<file path="src/hw/rtl/lkv_pkg.sv">
// Shared types and constants for the LRU key-value cache.
// No dependencies; every other file of the block refers to it by scoped name.
`default_nettype none

package lkv_pkg;

   localparam int ENTRIES_DEFAULT = 16;
   localparam int CAP_W           = 5;
   localparam int KEY_W           = 32;
   localparam int VALUE_W         = 32;

   localparam logic [CAP_W-1:0] CAP_RESET = 5'd16;

   typedef enum logic {
      OP_GET = 1'b0,
      OP_PUT = 1'b1
   } op_type;

   // lookup verdict handed from the match logic to the update logic
   typedef struct packed {
      logic hit;
      logic full;
   } lookup_status_type;

endpackage

`default_nettype wire

</file>
<file path="src/hw/rtl/lkv_lookup.sv">
// Key match, free-slot search and victim select over all entries.
// Depends on lkv_pkg.
`default_nettype none

module lkv_lookup #(
   parameter int ENTRIES = lkv_pkg::ENTRIES_DEFAULT,
   parameter int IW      = $clog2(ENTRIES),
   parameter int CW      = $clog2(ENTRIES + 1)
) (
   input  wire logic signed [lkv_pkg::KEY_W-1:0] key,
   input  wire logic signed [lkv_pkg::KEY_W-1:0] keys [ENTRIES],
   input  wire logic [ENTRIES-1:0]               valid,
   input  wire logic [IW-1:0]                    ranks [ENTRIES],
   input  wire logic [CW-1:0]                    count,
   input  wire logic [lkv_pkg::CAP_W-1:0]        capacity,
   output lkv_pkg::lookup_status_type            status,
   output logic [IW-1:0]                         hit_idx,
   output logic [IW-1:0]                         slot_idx
);

   localparam int CMP_W = (CW > lkv_pkg::CAP_W) ? CW : lkv_pkg::CAP_W;

   logic [CMP_W-1:0] cap_ext;
   logic [CMP_W-1:0] eff_cap;
   logic [CW-1:0]    oldest_rank;
   logic             free_seen;
   logic [IW-1:0]    free_idx;
   logic [IW-1:0]    victim_idx;
   logic             hit_found;
   logic             is_full;

   // clamp capacity to 1..ENTRIES
   always_comb begin
      cap_ext = CMP_W'(capacity);
      if (cap_ext == '0) begin
         eff_cap = CMP_W'(1);
      end else if (cap_ext > CMP_W'(ENTRIES)) begin
         eff_cap = CMP_W'(ENTRIES);
      end else begin
         eff_cap = cap_ext;
      end
      is_full = (CMP_W'(count) >= eff_cap);
   end

   assign oldest_rank = count - CW'(1);

   always_comb begin
      hit_found  = 1'b0;
      hit_idx    = '0;
      free_seen  = 1'b0;
      free_idx   = '0;
      victim_idx = '0;
      for (int i = 0; i < ENTRIES; i++) begin
         if (valid[i] && keys[i] == key && !hit_found) begin
            hit_found = 1'b1;
            hit_idx   = IW'(i);
         end
         if (!valid[i] && !free_seen) begin
            free_seen = 1'b1;
            free_idx  = IW'(i);
         end
         // ranks of valid entries are a permutation of 0..count-1
         if (valid[i] && CW'(ranks[i]) == oldest_rank) begin
            victim_idx = IW'(i);
         end
      end
      slot_idx = is_full ? victim_idx : free_idx;
   end

   assign status = '{hit: hit_found, full: is_full};

endmodule

`default_nettype wire

</file>
<file path="src/hw/rtl/lkv_rank.sv">
// Recency rank update: move one entry to the front, age those ahead of it.
// Depends on lkv_pkg.
`default_nettype none

module lkv_rank #(
   parameter int ENTRIES = lkv_pkg::ENTRIES_DEFAULT,
   parameter int IW      = $clog2(ENTRIES),
   parameter int CW      = $clog2(ENTRIES + 1)
) (
   input  wire logic [IW-1:0]      ranks [ENTRIES],
   input  wire logic [ENTRIES-1:0] valid,
   input  wire logic [IW-1:0]      target,
   input  wire logic [CW-1:0]      pivot,
   output logic [IW-1:0]           ranks_next [ENTRIES]
);

   // pivot is the old rank of the target, or the count for a fresh insert
   always_comb begin
      for (int i = 0; i < ENTRIES; i++) begin
         if (IW'(i) == target) begin
            ranks_next[i] = '0;
         end else if (valid[i] && CW'(ranks[i]) < pivot) begin
            ranks_next[i] = ranks[i] + IW'(1);
         end else begin
            ranks_next[i] = ranks[i];
         end
      end
   end

endmodule

`default_nettype wire

</file>
<file path="src/hw/rtl/lru_key_value_cache_core.sv">
// Top level of the fully associative LRU key-value cache.
// Depends on lkv_pkg, lkv_lookup and lkv_rank.
//
//   channel   ports                                     handshake
//   -------   ---------------------------------------   -----------------------------
//   request   req_operation, req_key, req_value         start high, busy low at edge
//   response  rsp_found, rsp_read_value                 rsp_valid strobe, one cycle
//   csr       csr_wdata (capacity in use)               csr_write high at edge
//
// One word is accepted every cycle; busy stays low. The accepting edge loads the
// request register; the next edge runs the match and rank logic, commits the
// table state and loads the response register, so a get's response stands in
// the cycle after that edge. The next word sees the committed table at once.
// Puts give no response. The receiver cannot stall: each response stands for
// exactly one cycle. Reset (synchronous) empties the cache and sets capacity to
// 16; a csr write empties it too. The user must have a csr write taken only while
// no word is in flight; the block itself does not enforce this.
`default_nettype none

module lru_key_value_cache_core #(
   parameter int ENTRIES = lkv_pkg::ENTRIES_DEFAULT
) (
   input  wire logic                              clock,
   input  wire logic                              reset,
   input  wire logic                              start,
   output logic                                   busy,
   input  wire logic                              req_operation,
   input  wire logic signed [lkv_pkg::KEY_W-1:0]   req_key,
   input  wire logic signed [lkv_pkg::VALUE_W-1:0] req_value,
   output logic                                   rsp_valid,
   output logic                                   rsp_found,
   output logic signed [lkv_pkg::VALUE_W-1:0]      rsp_read_value,
   input  wire logic                              csr_write,
   input  wire logic [lkv_pkg::CAP_W-1:0]          csr_wdata
);

   localparam int IW = $clog2(ENTRIES);
   localparam int CW = $clog2(ENTRIES + 1);

   // request register
   logic                                  stage_valid_ff;
   lkv_pkg::op_type                       op_ff;
   logic signed [lkv_pkg::KEY_W-1:0]      key_ff;
   logic signed [lkv_pkg::VALUE_W-1:0]    value_ff;

   // table state
   logic signed [lkv_pkg::KEY_W-1:0]      keys_ff   [ENTRIES];
   logic signed [lkv_pkg::VALUE_W-1:0]    values_ff [ENTRIES];
   logic [ENTRIES-1:0]                    valid_ff, valid_in;
   logic [IW-1:0]                         ranks_ff  [ENTRIES];
   logic [IW-1:0]                         ranks_in  [ENTRIES];
   logic [CW-1:0]                         count_ff, count_in;
   logic [lkv_pkg::CAP_W-1:0]             cap_ff;

   // response register
   logic                                  rsp_valid_ff, rsp_valid_in;
   logic                                  found_ff, found_in;
   logic signed [lkv_pkg::VALUE_W-1:0]    read_value_ff, read_value_in;

   // lookup and update wiring
   lkv_pkg::lookup_status_type            status;
   logic [IW-1:0]                         hit_idx;
   logic [IW-1:0]                         slot_idx;
   logic [IW-1:0]                         target;
   logic [CW-1:0]                         pivot;
   logic [IW-1:0]                         ranks_next [ENTRIES];
   logic                                  rank_en;
   logic                                  key_we;
   logic                                  value_we;

   assign busy = 1'b0;

   lkv_lookup #(
      .ENTRIES (ENTRIES),
      .IW      (IW),
      .CW      (CW)
   ) u_lookup (
      .key      (key_ff),
      .keys     (keys_ff),
      .valid    (valid_ff),
      .ranks    (ranks_ff),
      .count    (count_ff),
      .capacity (cap_ff),
      .status   (status),
      .hit_idx  (hit_idx),
      .slot_idx (slot_idx)
   );

   // a hit or an eviction touches an existing entry; otherwise a fresh insert
   // ages every valid entry, which is the same as a pivot equal to the count
   assign target = status.hit ? hit_idx : slot_idx;
   assign pivot  = (status.hit || status.full) ? CW'(ranks_ff[target]) : count_ff;

   lkv_rank #(
      .ENTRIES (ENTRIES),
      .IW      (IW),
      .CW      (CW)
   ) u_rank (
      .ranks      (ranks_ff),
      .valid      (valid_ff),
      .target     (target),
      .pivot      (pivot),
      .ranks_next (ranks_next)
   );

   always_comb begin
      valid_in      = valid_ff;
      count_in      = count_ff;
      ranks_in      = ranks_ff;
      rank_en       = 1'b0;
      key_we        = 1'b0;
      value_we      = 1'b0;
      rsp_valid_in  = 1'b0;
      found_in      = 1'b0;
      read_value_in = '0;
      if (stage_valid_ff) begin
         case (op_ff)
            lkv_pkg::OP_GET: begin
               rsp_valid_in = 1'b1;
               if (status.hit) begin
                  rank_en       = 1'b1;
                  found_in      = 1'b1;
                  read_value_in = values_ff[hit_idx];
               end
            end
            lkv_pkg::OP_PUT: begin
               rank_en  = 1'b1;
               value_we = 1'b1;
               if (!status.hit) begin
                  key_we = 1'b1;
                  if (!status.full) begin
                     valid_in[slot_idx] = 1'b1;
                     count_in           = count_ff + CW'(1);
                  end
               end
            end
            default: begin
               rsp_valid_in = 1'b0;
            end
         endcase
      end
      if (rank_en) begin
         ranks_in = ranks_next;
      end
   end

   // control state; a csr write wins over a word in flight and empties the table
   always_ff @(posedge clock) begin
      if (reset) begin
         stage_valid_ff <= 1'b0;
         rsp_valid_ff   <= 1'b0;
         valid_ff       <= '0;
         count_ff       <= '0;
         cap_ff         <= lkv_pkg::CAP_RESET;
      end else begin
         stage_valid_ff <= start && !busy;
         rsp_valid_ff   <= rsp_valid_in;
         if (csr_write) begin
            valid_ff <= '0;
            count_ff <= '0;
            cap_ff   <= csr_wdata;
         end else begin
            valid_ff <= valid_in;
            count_ff <= count_in;
         end
      end
   end

   // payload: request word, ranks, response word
   always_ff @(posedge clock) begin
      if (start && !busy) begin
         op_ff    <= lkv_pkg::op_type'(req_operation);
         key_ff   <= req_key;
         value_ff <= req_value;
      end
      ranks_ff      <= ranks_in;
      found_ff      <= found_in;
      read_value_ff <= read_value_in;
   end

   // key and value stores: one write port each at the chosen slot
   always_ff @(posedge clock) begin
      if (key_we) begin
         keys_ff[slot_idx] <= key_ff;
      end
      if (value_we) begin
         values_ff[target] <= value_ff;
      end
   end

   assign rsp_valid      = rsp_valid_ff;
   assign rsp_found      = found_ff;
   assign rsp_read_value = read_value_ff;

endmodule

`default_nettype wire

</file>
<file path="config.mk">
export PLATFORM = sky130hd
export DESIGN_NAME = lru_key_value_cache_core
export DESIGN_NICKNAME = d
export VERILOG_FILES = /design/src/hw/rtl/lkv_pkg.sv /design/src/hw/rtl/lkv_lookup.sv /design/src/hw/rtl/lkv_rank.sv /design/src/hw/rtl/lru_key_value_cache_core.sv
export SDC_FILE = /design/constraint.sdc
export NUM_CORES = 2
export LEC_CHECK = 0
export BUFFER_PORTS_ARGS = -buffer_cell sky130_fd_sc_hd__buf_2
export CAP_MARGIN = 10
export CORE_MARGIN = 4
export CORE_UTILIZATION = 55
export CTS_CLUSTER_SIZE = 24
export DETAILED_ROUTE_END_ITERATION = 10
export GPL_TIMING_DRIVEN = 1
export PLACE_DENSITY = 0.77
export REMOVE_ABC_BUFFERS = 1
export SYNTH_ARGS = -nofsm -noshare
export SYNTH_HDL_FRONTEND = slang
export SYNTH_SLANG_ARGS = --single-unit
</file>
<file path="constraint.sdc">
create_clock -name clock -period 7 [get_ports clock]
set_input_delay 0.35 -clock clock [delete_from_list [all_inputs] [get_ports clock]]
set_output_delay 0.35 -clock clock [all_outputs]
set_load 0.01 [all_outputs]
</file>
==> reports/qor.yml <==
antenna_found_initial: 1
start_util_pct: 55.7
synth_area_leaders: "edfxtp_1 (64%), xor2_1 (7.2%), mux2i_1 (3.0%)"
synth_flop_cell: "edfxtp_1"
worstPathRequired_ns: 7.35
period_share_pct: 94.7
synth_seq_area_share_pct: 66.4
drv_cap: 0
period_needed_ns: 6.63
tightest_slew_ns: 1.11
tns_ns: 0
grt_pass1_wl_mm: 202
wl_mm: 135
total_power_mw: 15.5
syn_to_final_growth_pct: 13.4
rows: 114
path_cells: "buf_4, xor2_1, nor4_1, nand2_1, or4_1, nand4_1, nor2_1, o41ai_2, or2_1, buf_4, mux2i_1, mux2i_1, o22ai_1, a221oi_1, mux2i_1, buf_4, ha_1, a21oi_1, nor2b_1, a22oi_1, a21oi_1"
skew_ns: 0.0395
grt_max_degree: 168
slowest_delay_ns: 0.68
syn_avg_cell_area_um2: 14.7
ys_ff_latch: 1214
clockBufferDepth: 3
vias: 32954
relSlewSlack_pct: 25.8
place.gp.congestion: 0.945
setup_violations: 0
port_buffers: 107
worst-setup-path-type: "reg2reg"
cts.sinks: 1214
layout.nets: 4101
cts_made_buffers: 119
ir_worst_vdd_mv: 0.236
power_leakage_nw: 20.4
routedWlPerCell_um: 25.4
die_area_um2: 103000
die_h_um: 321
clk_latency_ns: 0.73
fmax_mhz: 151
drive_gt1_share_pct: 15.5
yosys_warnings: 0
io_pins: 109
worstPathMaxFanout: 32
cts-htree-levels: 3
coreArea_um2: 97000
reg2reg_slack_ns: 0.37
grt_overflow_total: 0
multi_input_area_um2: 17200
root_buffer: "clkbuf_16"
remaining_drc_errors: 0
synth_edf_count: 1153
seqCellArea_um2: 35800
outcome: "completed"
synth_largest_area_cell: "edfxtp_1"
p_per_area_nw_per_um2: 253
rsz0062_at_grt: "no"
grt_pass1_vias: 32719
slowest_stage: "or2_1"
firstDrtPassIters: 5
via_per_inst: 6.19
async_reset_ff_share_pct: 0
fin_area_um2: 61300
grt_use_total_pct: 25.9
cts_tree: "yes"
hpwl_mm: 79.4
netlist_area_um2: 54000
critPathArrivalTime_ns: 6.98
drt_iter0_markers: 3704
antenna_left: 0
hold_violations: 0
clk_pin_slew_worst_paths_ns: 0.06
n_antenna_cell: 0
synthCells: 3680
startpoint_type: "flop"
netlist.area_leader.share_pct: 64.1
place_area_um2: 56500
slew_viol_final: 0
cp-end-kind: "flop"
fillers: 6766
die-width_um: 321
ys_types: 87
utilization_pct: 63.2
hold_path.class: "in2reg"
critical path, delay by kind of cell (launching register included):
| kind | cells | cell delay [ns] |
|---|---|---|
| adder cells (fa/ha/maj) | 1 | 0.31 |
| AND/OR/NAND/NOR | 7 | 2.20 |
| buffers and inverters | 3 | 1.20 |
| flip-flops | 1 | 0.33 |
| XOR/XNOR | 1 | 0.20 |
| AO/OA/AOI/OAI | 6 | 1.44 |
| multiplexers | 3 | 0.53 |
cells by family after synthesis:
| family | synth area share (%) |
|---|---|
| adders and majority gates | 1.64 |
| xor gates and xnor gates | 10.4 |
| other | 0.00694 |
| and+or+nand+nor | 8.38 |
| DFF | 66.4 |
| AOI/OAI and AO/OA | 5.34 |
| muxes | 5.74 |
| buffers and inverters | 2.14 |
synth_stat cells, types with 19 or more instances:
cell / number
a211oi_1: 131
a21o_1: 19
a21oi_1: 139
a31oi_1: 23
buf_2: 37
buf_4: 57
clkbuf_1: 60
dfxtp_1: 61
edfxtp_1: 1153
ha_1: 71
inv_1: 26
mux2_2: 133
mux2i_1: 160
nand2_1: 80
nand3_1: 63
nand4_1: 70
nand4b_1: 23
nor2_1: 262
nor2b_1: 27
nor3_1: 53
nor4_1: 178
o21ai_0: 42
xnor2_1: 156
xor2_1: 447
cell usage in the layout, fill, tap and decap left out, types with 9 or more instances in the layout:
master / synthesis / final
nor2b_1: 27 / 26
mux2_2: 133 / 133
clkinv_1: 0 / 28
xnor2_1: 156 / 156
edfxtp_1: 1153 / 1153
xor2_1: 447 / 447
buf_2: 37 / 106
or3_1: 12 / 12
buf_4: 57 / 129
dfxtp_1: 61 / 61
nor2_2: 2 / 18
nand4_1: 70 / 70
and3_1: 10 / 10
xnor3_1: 10 / 10
clkbuf_16: 0 / 121
buf_12: 0 / 22
o2111ai_1: 14 / 14
nor4_1: 178 / 172
o21ai_0: 42 / 41
a21o_1: 19 / 19
a21oi_1: 139 / 139
nor2_1: 262 / 245
a31oi_1: 23 / 23
bufinv_16: 0 / 13
nand3_1: 63 / 63
clkbuf_1: 60 / 23
mux2i_1: 160 / 160
inv_1: 26 / 26
nand4b_1: 23 / 23
and2_1: 9 / 9
clkinv_2: 0 / 15
or4_1: 16 / 16
a211oi_1: 131 / 131
nand2_1: 80 / 79
dlygate4sd3_1: 0 / 76
nor4b_1: 13 / 13
nor3_1: 53 / 45
ha_1: 71 / 71
repair_timing:
| action | in CTS | in global routing |
|---|---|---|
| gates resized for setup | 0 | 1 |
| endpoints found under the hold margin | 71 | 0 |
| hold buffers | 76 | 0 |
| endpoints found under the setup margin | 0 | 60 |
| setup buffers | 0 | 13 |
per-layer routing:
layer / vias up / global-route usage, % / wire length, um
met5: - / 0 / 11
met4: 2 / 11.1 / 5870
met1: 16302 / 34.7 / 53500
li1: 14589 / - / -
met2: 1713 / 42.3 / 64700
met3: 348 / 4.06 / 11000
power breakdown:
group	leakage [nW]	total, mW	internal (mW)	switching (mW)
Sequential	10.9	8.18	8.07	0.108
Clock	1.88	6.34	3.68	2.67
Combinational	7.57	0.981	0.343	0.638
Total	20.4	15.5	12.1	3.41
through the flow:
| stage | std cells | hold WS (ns) | setup slack, ns |
|---|---|---|---|
| after floorplan | 3502 | 0.422 | -8.88 |
| after global placement | 5022 | 0.518 | 0.362 |
| after detailed placement | 5022 | 0.529 | 0.308 |
| after CTS | 5310 | 0.0250 | 0.242 |
| after global routing | 5323 | 0.0398 | 0.0339 |
| final | 5323 | 0.0535 | 0.368 |
registers in the layout (all words and copies together) (netlist names):
name            flops
values_ff         512
rsp_read_value     32
key_ff             32
keys_ff           512
value_ff           32
valid_ff           16
ranks_ff           64
count_ff            5
rsp_found           1
stage_valid_ff      1
cap_ff              5
rsp_valid           1
op_ff               1
area by class of cell:
cell class	count	share of cell area [%]
flip-flops and latches	1214	58.5
multi-input cells	2261	28.0
clock buffers	149	5.20
repair buffers	333	4.41
well taps	1276	2.61
clock inverters	63	1.10
inverters	27	0.165
final timing paths:
kind	startpoint	to	depth (start not counted)
worst min-delay path	start	value_ff[21]	1
worst max register to register	key_ff[7]	ranks_ff[25]	21
worst min register to register	stage_valid_ff	rsp_valid	1
worst max-delay path	key_ff[7]	ranks_ff[25]	21
Note: power is estimated with default switching activity, not from simulation.
